### config.mk
export PLATFORM = sky130hd
export DESIGN_NAME = altitude_hold_path_sequencer_top
export DESIGN_NICKNAME = d
export VERILOG_FILES = /design/src/hw/rtl/ahps_pkg.sv /design/src/hw/rtl/ahps_height.sv /design/src/hw/rtl/ahps_cmd.sv /design/src/hw/rtl/altitude_hold_path_sequencer_top.sv
export SDC_FILE = /design/constraint.sdc
export NUM_CORES = 1
export LEC_CHECK = 0
export ABC_AREA = 1
export BUFFER_PORTS_ARGS = -buffer_cell sky130_fd_sc_hd__buf_2
export CELL_PAD_IN_SITES_DETAIL_PLACEMENT = 1
export CELL_PAD_IN_SITES_GLOBAL_PLACEMENT = 1
export CORE_MARGIN = 2
export CORE_UTILIZATION = 35
export CTS_CLUSTER_SIZE = 14
export DETAILED_ROUTE_END_ITERATION = 8
export GPL_ROUTABILITY_DRIVEN = 1
export PLACE_DENSITY_LB_ADDON = 0.05
export SLEW_MARGIN = 15
export SYNTH_ARGS = -nofsm -noshare
export SYNTH_HDL_FRONTEND = slang
export SYNTH_SLANG_ARGS = --single-unit
### constraint.sdc
create_clock -name clk_i -period 8.4 [get_ports clk_i]
set_input_delay 0.84 -clock clk_i [delete_from_list [all_inputs] [get_ports clk_i]]
set_output_delay 0.84 -clock clk_i [all_outputs]
set_load 0.03 [all_outputs]
### src/hw/rtl/ahps_pkg.sv
package ahps_pkg;

  // Number of path entries in use; the action index wraps past the last one.
  localparam int unsigned PathLen = 8;

  // Standard pressure 101325 Pa in 1/256 Pa and the 100 m height limit.
  localparam logic [24:0] StdPressure = 25'd25939200;
  localparam logic [24:0] HeightLimit = 25'd307328;

  // round(d * 256000 / 12005) is (d * HeightRecip + HeightBias) >> 32, exact
  // for every d up to the height limit.
  localparam logic [36:0] HeightRecip = 37'd91587807395;
  localparam logic [55:0] HeightBias  = 56'd2147304766;
  localparam logic signed [23:0] HeightOffset = 24'sd3476;

  localparam logic signed [24:0] Q16One     = 25'sd65536;
  localparam logic signed [24:0] ErrThresh  = 25'sd3277;
  localparam logic signed [24:0] MoveThresh = 25'sd262;

  // floor(x / 19) is (x * ClimbRecip) >> 22 for any x below 2^18.
  localparam logic [17:0] ClimbRecip = 18'd220753;
  localparam logic [17:0] ClimbRound = 18'd9;

  localparam logic signed [23:0] WeightClimb   = 24'sd976191;
  localparam logic signed [23:0] WeightBrake   = 24'sd946700;
  localparam logic signed [23:0] WeightHover   = 24'sd976191;
  localparam logic signed [23:0] WeightHigh    = 24'sd974553;
  localparam logic signed [23:0] WeightAct     = 24'sd975536;
  localparam logic signed [23:0] WeightHighAct = 24'sd973898;

  localparam logic signed [23:0] PitchBase     = -24'sd3260;
  localparam logic signed [23:0] PitchFwd      = 24'sd16;
  localparam logic signed [23:0] PitchFwdBrake = -24'sd9814;
  localparam logic signed [23:0] YawHalfPi     = 24'sd102944;

  // Phase boundaries of one path entry.
  localparam logic [6:0] TickGoEnd    = 7'd39;
  localparam logic [6:0] TickBrakeEnd = 7'd50;
  localparam logic [6:0] TickTurnEnd  = 7'd60;
  localparam logic [6:0] TickAdvance  = 7'd80;

  localparam logic [15:0] PathCodesReset = 16'h9999;

  // Path entry action codes.
  localparam logic [1:0] CodeFwd  = 2'd1;
  localparam logic [1:0] CodeTurn = 2'd2;

  typedef struct packed {
    logic [6:0] phase_tick;
    logic [2:0] action_index;
  } ahps_seq_t;

  typedef struct packed {
    logic signed [23:0] thrust;
    logic signed [23:0] pitch;
    logic signed [23:0] yaw;
  } ahps_cmd_t;

endpackage

### src/hw/rtl/ahps_height.sv
module ahps_height
  import ahps_pkg::*;
(
  input  logic [24:0]        pressure_i,
  output logic               in_range_o,
  output logic signed [23:0] height_o
);

  logic [24:0] p_diff;
  logic [55:0] prod;
  logic [55:0] scaled;

  always_comb begin
    if (pressure_i >= StdPressure) begin
      p_diff = pressure_i - StdPressure;
    end else begin
      p_diff = StdPressure - pressure_i;
    end
    prod   = 56'(p_diff[18:0]) * 56'(HeightRecip);
    scaled = prod + HeightBias;
  end

  assign in_range_o = (p_diff <= HeightLimit);
  assign height_o   = $signed(scaled[55:32]) - HeightOffset;

endmodule

### src/hw/rtl/ahps_cmd.sv
module ahps_cmd
  import ahps_pkg::*;
(
  input  logic signed [23:0] height_i,
  input  logic signed [23:0] prev_height_i,
  input  logic [15:0]        path_codes_i,
  input  ahps_seq_t          seq_i,
  output ahps_cmd_t          cmd_o,
  output ahps_seq_t          seq_o
);

  logic signed [24:0] err;
  logic signed [24:0] delta;
  logic signed [24:0] delta_abs;
  logic               climb;
  logic               moving;
  logic               high;
  logic [17:0]        climb_num;
  logic [35:0]        climb_prod;
  logic [1:0]         code;
  logic               fwd;
  logic               turn;
  logic signed [23:0] w_act;
  logic [2:0]         idx_inc;

  always_comb begin
    err        = Q16One - 25'(height_i);
    delta      = 25'(height_i) - 25'(prev_height_i);
    delta_abs  = delta[24] ? -delta : delta;
    climb      = (err >= ErrThresh);
    moving     = (delta_abs > MoveThresh);
    high       = (err <= -ErrThresh);
    // Error is below 2^17 whenever the climb term is used.
    climb_num  = {err[16:0], 1'b0} + ClimbRound;
    climb_prod = 36'(climb_num) * 36'(ClimbRecip);
    code       = path_codes_i[{seq_i.action_index, 1'b0} +: 2];
    fwd        = (code == CodeFwd);
    turn       = (code == CodeTurn);
    w_act      = high ? WeightHighAct : WeightAct;
    idx_inc    = seq_i.action_index + 3'd1;

    cmd_o.pitch = PitchBase;
    cmd_o.yaw   = '0;
    seq_o       = seq_i;

    if (climb) begin
      cmd_o.thrust = WeightClimb + $signed({10'd0, climb_prod[35:22]});
    end else if (moving) begin
      cmd_o.thrust = WeightBrake;
    end else begin
      cmd_o.thrust = high ? WeightHigh : WeightHover;
      seq_o.phase_tick = seq_i.phase_tick + 7'd1;
      if (seq_i.phase_tick <= TickGoEnd) begin
        if (fwd) begin
          cmd_o.pitch = PitchFwd;
        end
        if (turn) begin
          cmd_o.yaw = -YawHalfPi;
        end
        cmd_o.thrust = w_act;
      end else if (seq_i.phase_tick <= TickBrakeEnd) begin
        if (fwd) begin
          cmd_o.pitch = PitchFwdBrake;
        end
        if (turn) begin
          cmd_o.yaw = YawHalfPi;
        end
        cmd_o.thrust = w_act;
      end else if (seq_i.phase_tick <= TickTurnEnd) begin
        if (turn) begin
          cmd_o.pitch = PitchFwd;
        end
        cmd_o.thrust = w_act;
      end else if (seq_i.phase_tick == TickAdvance) begin
        // The tick restarts at zero and then counts this sample.
        seq_o.phase_tick = 7'd1;
        if (idx_inc > 3'(PathLen - 1)) begin
          seq_o.action_index = '0;
        end else begin
          seq_o.action_index = idx_inc;
        end
      end
    end
  end

endmodule

### src/hw/rtl/altitude_hold_path_sequencer_top.sv
// Channel  | Direction | Handshake              | Payload
// ---------+-----------+------------------------+----------------------------------
// in       | input     | in_valid_i/in_ready_o  | pressure_i (25b, 1/256 Pa)
// out      | output    | out_valid_o/out_ready_i| thrust_o, pitch_o, yaw_o (Q8.16)
// cfg      | input     | cfg_we_i (no wait)     | cfg_wdata_i (path codes, 16b)
//
// One beat per cycle in each direction while the output is not stalled; a result
// passes through the height register, then the command register with the state.
// Samples beyond the height limit either way are dropped at the height register.
// Reset clears the state and the valid flags and loads the default path codes.
// A stalled output holds both stages; the input is taken again as soon as the
// height stage can move on.
module altitude_hold_path_sequencer_top
  import ahps_pkg::*;
(
  input  logic               clk_i,
  input  logic               rst_ni,
  input  logic               in_valid_i,
  output logic               in_ready_o,
  input  logic [24:0]        pressure_i,
  output logic               out_valid_o,
  input  logic               out_ready_i,
  output logic signed [23:0] thrust_o,
  output logic signed [23:0] pitch_o,
  output logic signed [23:0] yaw_o,
  input  logic               cfg_we_i,
  input  logic [15:0]        cfg_wdata_i
);

  logic [15:0]        path_codes_q;
  logic               hgt_valid_q, hgt_valid_d;
  logic signed [23:0] height_q;
  logic signed [23:0] prev_height_q;
  ahps_seq_t          seq_q, seq_d;
  logic               out_valid_q, out_valid_d;
  ahps_cmd_t          cmd_q, cmd_d;

  logic               in_range;
  logic signed [23:0] height;
  logic               stall;
  logic               in_fire;
  logic               cmd_load;

  ahps_height u_height (
    .pressure_i (pressure_i),
    .in_range_o (in_range),
    .height_o   (height)
  );

  ahps_cmd u_cmd (
    .height_i      (height_q),
    .prev_height_i (prev_height_q),
    .path_codes_i  (path_codes_q),
    .seq_i         (seq_q),
    .cmd_o         (cmd_d),
    .seq_o         (seq_d)
  );

  assign stall      = out_valid_q && !out_ready_i;
  assign cmd_load   = hgt_valid_q && !stall;
  assign in_ready_o = !hgt_valid_q || !stall;
  assign in_fire    = in_valid_i && in_ready_o;

  always_comb begin
    hgt_valid_d = hgt_valid_q;
    if (in_fire) begin
      hgt_valid_d = in_range;
    end else if (cmd_load) begin
      hgt_valid_d = 1'b0;
    end
    out_valid_d = out_valid_q;
    if (cmd_load) begin
      out_valid_d = 1'b1;
    end else if (out_ready_i) begin
      out_valid_d = 1'b0;
    end
  end

  always_ff @(posedge clk_i or negedge rst_ni) begin
    if (!rst_ni) begin
      path_codes_q  <= PathCodesReset;
      hgt_valid_q   <= 1'b0;
      out_valid_q   <= 1'b0;
      prev_height_q <= '0;
      seq_q         <= '0;
    end else begin
      if (cfg_we_i) begin
        path_codes_q <= cfg_wdata_i;
      end
      hgt_valid_q <= hgt_valid_d;
      out_valid_q <= out_valid_d;
      if (cmd_load) begin
        prev_height_q <= height_q;
        seq_q         <= seq_d;
      end
    end
  end

  always_ff @(posedge clk_i) begin
    if (in_fire) begin
      height_q <= height;
    end
    if (cmd_load) begin
      cmd_q <= cmd_d;
    end
  end

  assign out_valid_o = out_valid_q;
  assign thrust_o    = cmd_q.thrust;
  assign pitch_o     = cmd_q.pitch;
  assign yaw_o       = cmd_q.yaw;

  // The phase tick never runs past the advance point.
  assert property (@(posedge clk_i) disable iff (!rst_ni)
    seq_q.phase_tick <= TickAdvance)
    else $error("phase tick beyond advance point");

  // The action index stays inside the path.
  assert property (@(posedge clk_i) disable iff (!rst_ni)
    32'(seq_q.action_index) < PathLen)
    else $error("action index outside path");

  // A height waiting behind a stalled output is kept.
  assert property (@(posedge clk_i) disable iff (!rst_ni)
    hgt_valid_q && stall |=> hgt_valid_q && $stable(height_q))
    else $error("height stage lost a beat during stall");

  // An in-range sample always reaches the height stage.
  assert property (@(posedge clk_i) disable iff (!rst_ni)
    in_fire && in_range |=> hgt_valid_q)
    else $error("in-range sample dropped");

endmodule
==> results.toml <==
[critical_path]
arrival_ps = 8410
worstSetupPathType = "in -> reg"
path_common_cell = "nand2_2"
startpoint_type = "input port"
cp_slowest_stage_delay_ps = 590
critPathMaxFanout = 8
critPathSlowestCell = "fa_2"
timing.rr.start = "height_q[0]$_DFFE_PP_"
cp-startpoint = "pressure_i[0]"
worstPathRequired_ps = 8520
critPathTopFamily = "adder cells"
crit_buf_inv = 12
crit_path_end_kind = "flop"

[cts]
cts_htree_levels = 3
clock_latency_ps = 360
cts_tree = "yes"
clkSinkCount = 101
cts_root_buf = "clkbuf_16"
hold_buffers = 0
cts.path.max_buffers = 2
numCtsBuffers = 9
path_clk_slew_ps = 70

[detailed_routing]
drt_pass1_iterations = 5
viasPerCell = 4.823
ant_nets = 0
drt_iter0_markers = 688
via_count = 25290
wl_met1_um = 39730
drc_errors = 0
wl_met2_um = 54310
wl_met3_um = 1502
drt-total-wl_um = 99170
highest_layer = "met4"
post_drt_wl_per_cell_um = 18.91

[synth]
ys_seq_area_share_pct = 10.26
async_flop_share_pct = 51.49
syn_area_um2 = 27130
ys_ff_latch = 101
synth_edf_count = 49
synth_warnings = 0
yosysUniqueCellTypes = 68
syn_avg_cell_area_um2 = 7.719
synthFlopType = "edfxtp_1"
syn_inst = 3515

[place]
gp_congestion = 0.9380
place_inst = 5174
preCtsSetupSlack_ps = -805.7
io_buffers = 105
place_area_um2 = 32980
place_hpwl_um = 89200

[finish]
final_area_um2 = 35590
diodes = 0
fin_cells = 5244
layout_common_cells = "inv_1, buf_4, nand2_1, ha_1, fa_1"
layout_commonest_cell = "inv_1"
multi_input_area_um2 = 22790
drive_gt1_share_pct = 29.21
fillerInstances = 9504
area_growth_pct = 31.16
ff_latch_area_um2 = 2783
final_net_count = 5030

[die]
die_area_um2 = 79770
die_height_um = 282.4
start_util_pct = 35.20
core_area_um2 = 77080
ios = 120
rows = 102
die_w_um = 282.4

[grt]
grt.total_usage_pct = 24.73
grt_pass1_wl_um = 153200
grt_max_degree = 53
grt_overflow = 0
grt_pass1_vias = 28290
antenna_found_initial = 0

[sta]
min_period_ps = 8297
maxSlewViolCount = 0
skew_ps = 14.48
rsz0062_at_grt = "true"
slew-limit-headroom_pct = 28.28
clock.fmax_mhz = 120.5
fin_ws_ps = 103.0
hold_viol = 0
tightestPinTransition_ps = 1075
finalSetupViolations = 0
finalCritPeriodShare_pct = 98.77

[flow_run]
drv_cap = 0

[run_status]
outcome = "finished, final reports clean"

[min_path]
hold_start = "prev_height_q[15]$_DFFE_PN0P_"
hold_class = "reg -> reg"
## metrics by stage
step           hold slack (ps)  utilization [%]  TNS (ps)
2_1_floorplan            453.0                -    -589.0
3_3_place_gp             476.5            42.78    -10960
3_5_place_dp             477.8            42.78    -16050
4_1_cts                  495.0            43.91    -30.08
5_1_grt                  528.8            46.17     -2121
6_report                 494.4            46.17         0
## cells in the mapped netlist, types with 3 or more instances
master,instances,area share (%)
nor2_4,5,0.21
buf_4,48,1.3
a31oi_1,9,0.21
a21boi_0,3,0.083
nor4_1,11,0.25
o21a_1,16,0.44
a21oi_2,8,0.26
nand2_1,605,8.4
inv_2,22,0.30
nand3_1,136,2.5
nand2_2,38,0.88
mux2_2,7,0.29
nor3_1,38,0.70
nand2_4,3,0.12
dfstp_2,8,0.77
o22ai_1,5,0.12
ha_1,483,22
dfrtp_1,44,4.1
a21oi_1,172,3.2
edfxtp_1,49,5.4
nor2_2,13,0.30
nor2_1,261,3.6
o31ai_1,7,0.19
o211ai_1,3,0.083
xnor2_1,20,0.65
fa_1,302,22
o21bai_1,7,0.19
nand4_1,45,1.0
clkbuf_1,12,0.17
a21o_1,4,0.11
o21ai_1,6,0.11
nand3b_1,13,0.36
and2_1,3,0.069
xor2_1,89,2.9
or2_2,9,0.21
o221ai_1,3,0.097
inv_1,794,11
o21ai_2,5,0.16
o21ai_0,164,3.0
nand3_2,7,0.26
## repair_timing
item,CTS,global route
pin swaps,43,168
endpoints found under the setup margin,29,33
setup buffers,18,37
gates cloned,0,0
gates resized for setup,112,330
## area by class of cell
class | instances | share of cell area [%]
clock buffers | 13 | 0.8192
clock inverters | 3 | 0.06328
inverters | 817 | 8.663
multi-input cells | 2543 | 64.02
flip-flops and latches | 101 | 7.819
well taps | 1040 | 3.656
repair buffers | 727 | 14.96
## tightest hold or removal path, cell delays in order (launching register included)
cell and delay (ps):
dfrtp_1 350, nand2_1 50, o21ai_0 60
## final timing paths
kind                                                 endpoint  slack (ps)  cells past startpoint
worst min-delay path            prev_height_q[15]$_DFFE_PN0P_         490                      2
worst max-delay path                   height_q[20]$_DFFE_PP_         100                     46
min in group asynchronous                seq_q[8]$_DFFE_PN0P_         630                      2
max in group asynchronous                seq_q[1]$_DFFE_PN0P_        7290                      2
worst min register to register  prev_height_q[15]$_DFFE_PN0P_         490                      2
worst max register to register          thrust_o[9]$_DFFE_PP_         410                     41
## sequential cells by signal, indices dropped and copies added, names as in the netlist
name           cells
height_q          24
hgt_valid_q        1
out_valid_o        1
path_codes_q      16
pitch_o            4
prev_height_q     24
seq_q             10
thrust_o          17
yaw_o              4
## logic make-up (layout without fill, tap and decap cells)
logic type                 Yosys count  after routing  synth area share [%]
DFF                                101            101                 10.26
and+or+nand+nor                   1200           1200                 19.45
other                                2             14               0.02768
AOI/OAI and AO/OA                  424            424                 8.678
xor gates and xnor gates           112            112                 3.698
adders and majority gates          785            785                 44.55
muxes                                8              8                0.3274
buffers and inverters              883           1560                 13.01
## routing by layer
layer,vias up,GRT usage (%)
met5,-,0
met1,12490,28.11
met4,0,8.276
li1,12360,-
met3,128,1.024
met2,316,48.83
Power is left out: the tool's default activity adds up to more than one toggle a clock period on the data nets, which glitch-free logic cannot reach.
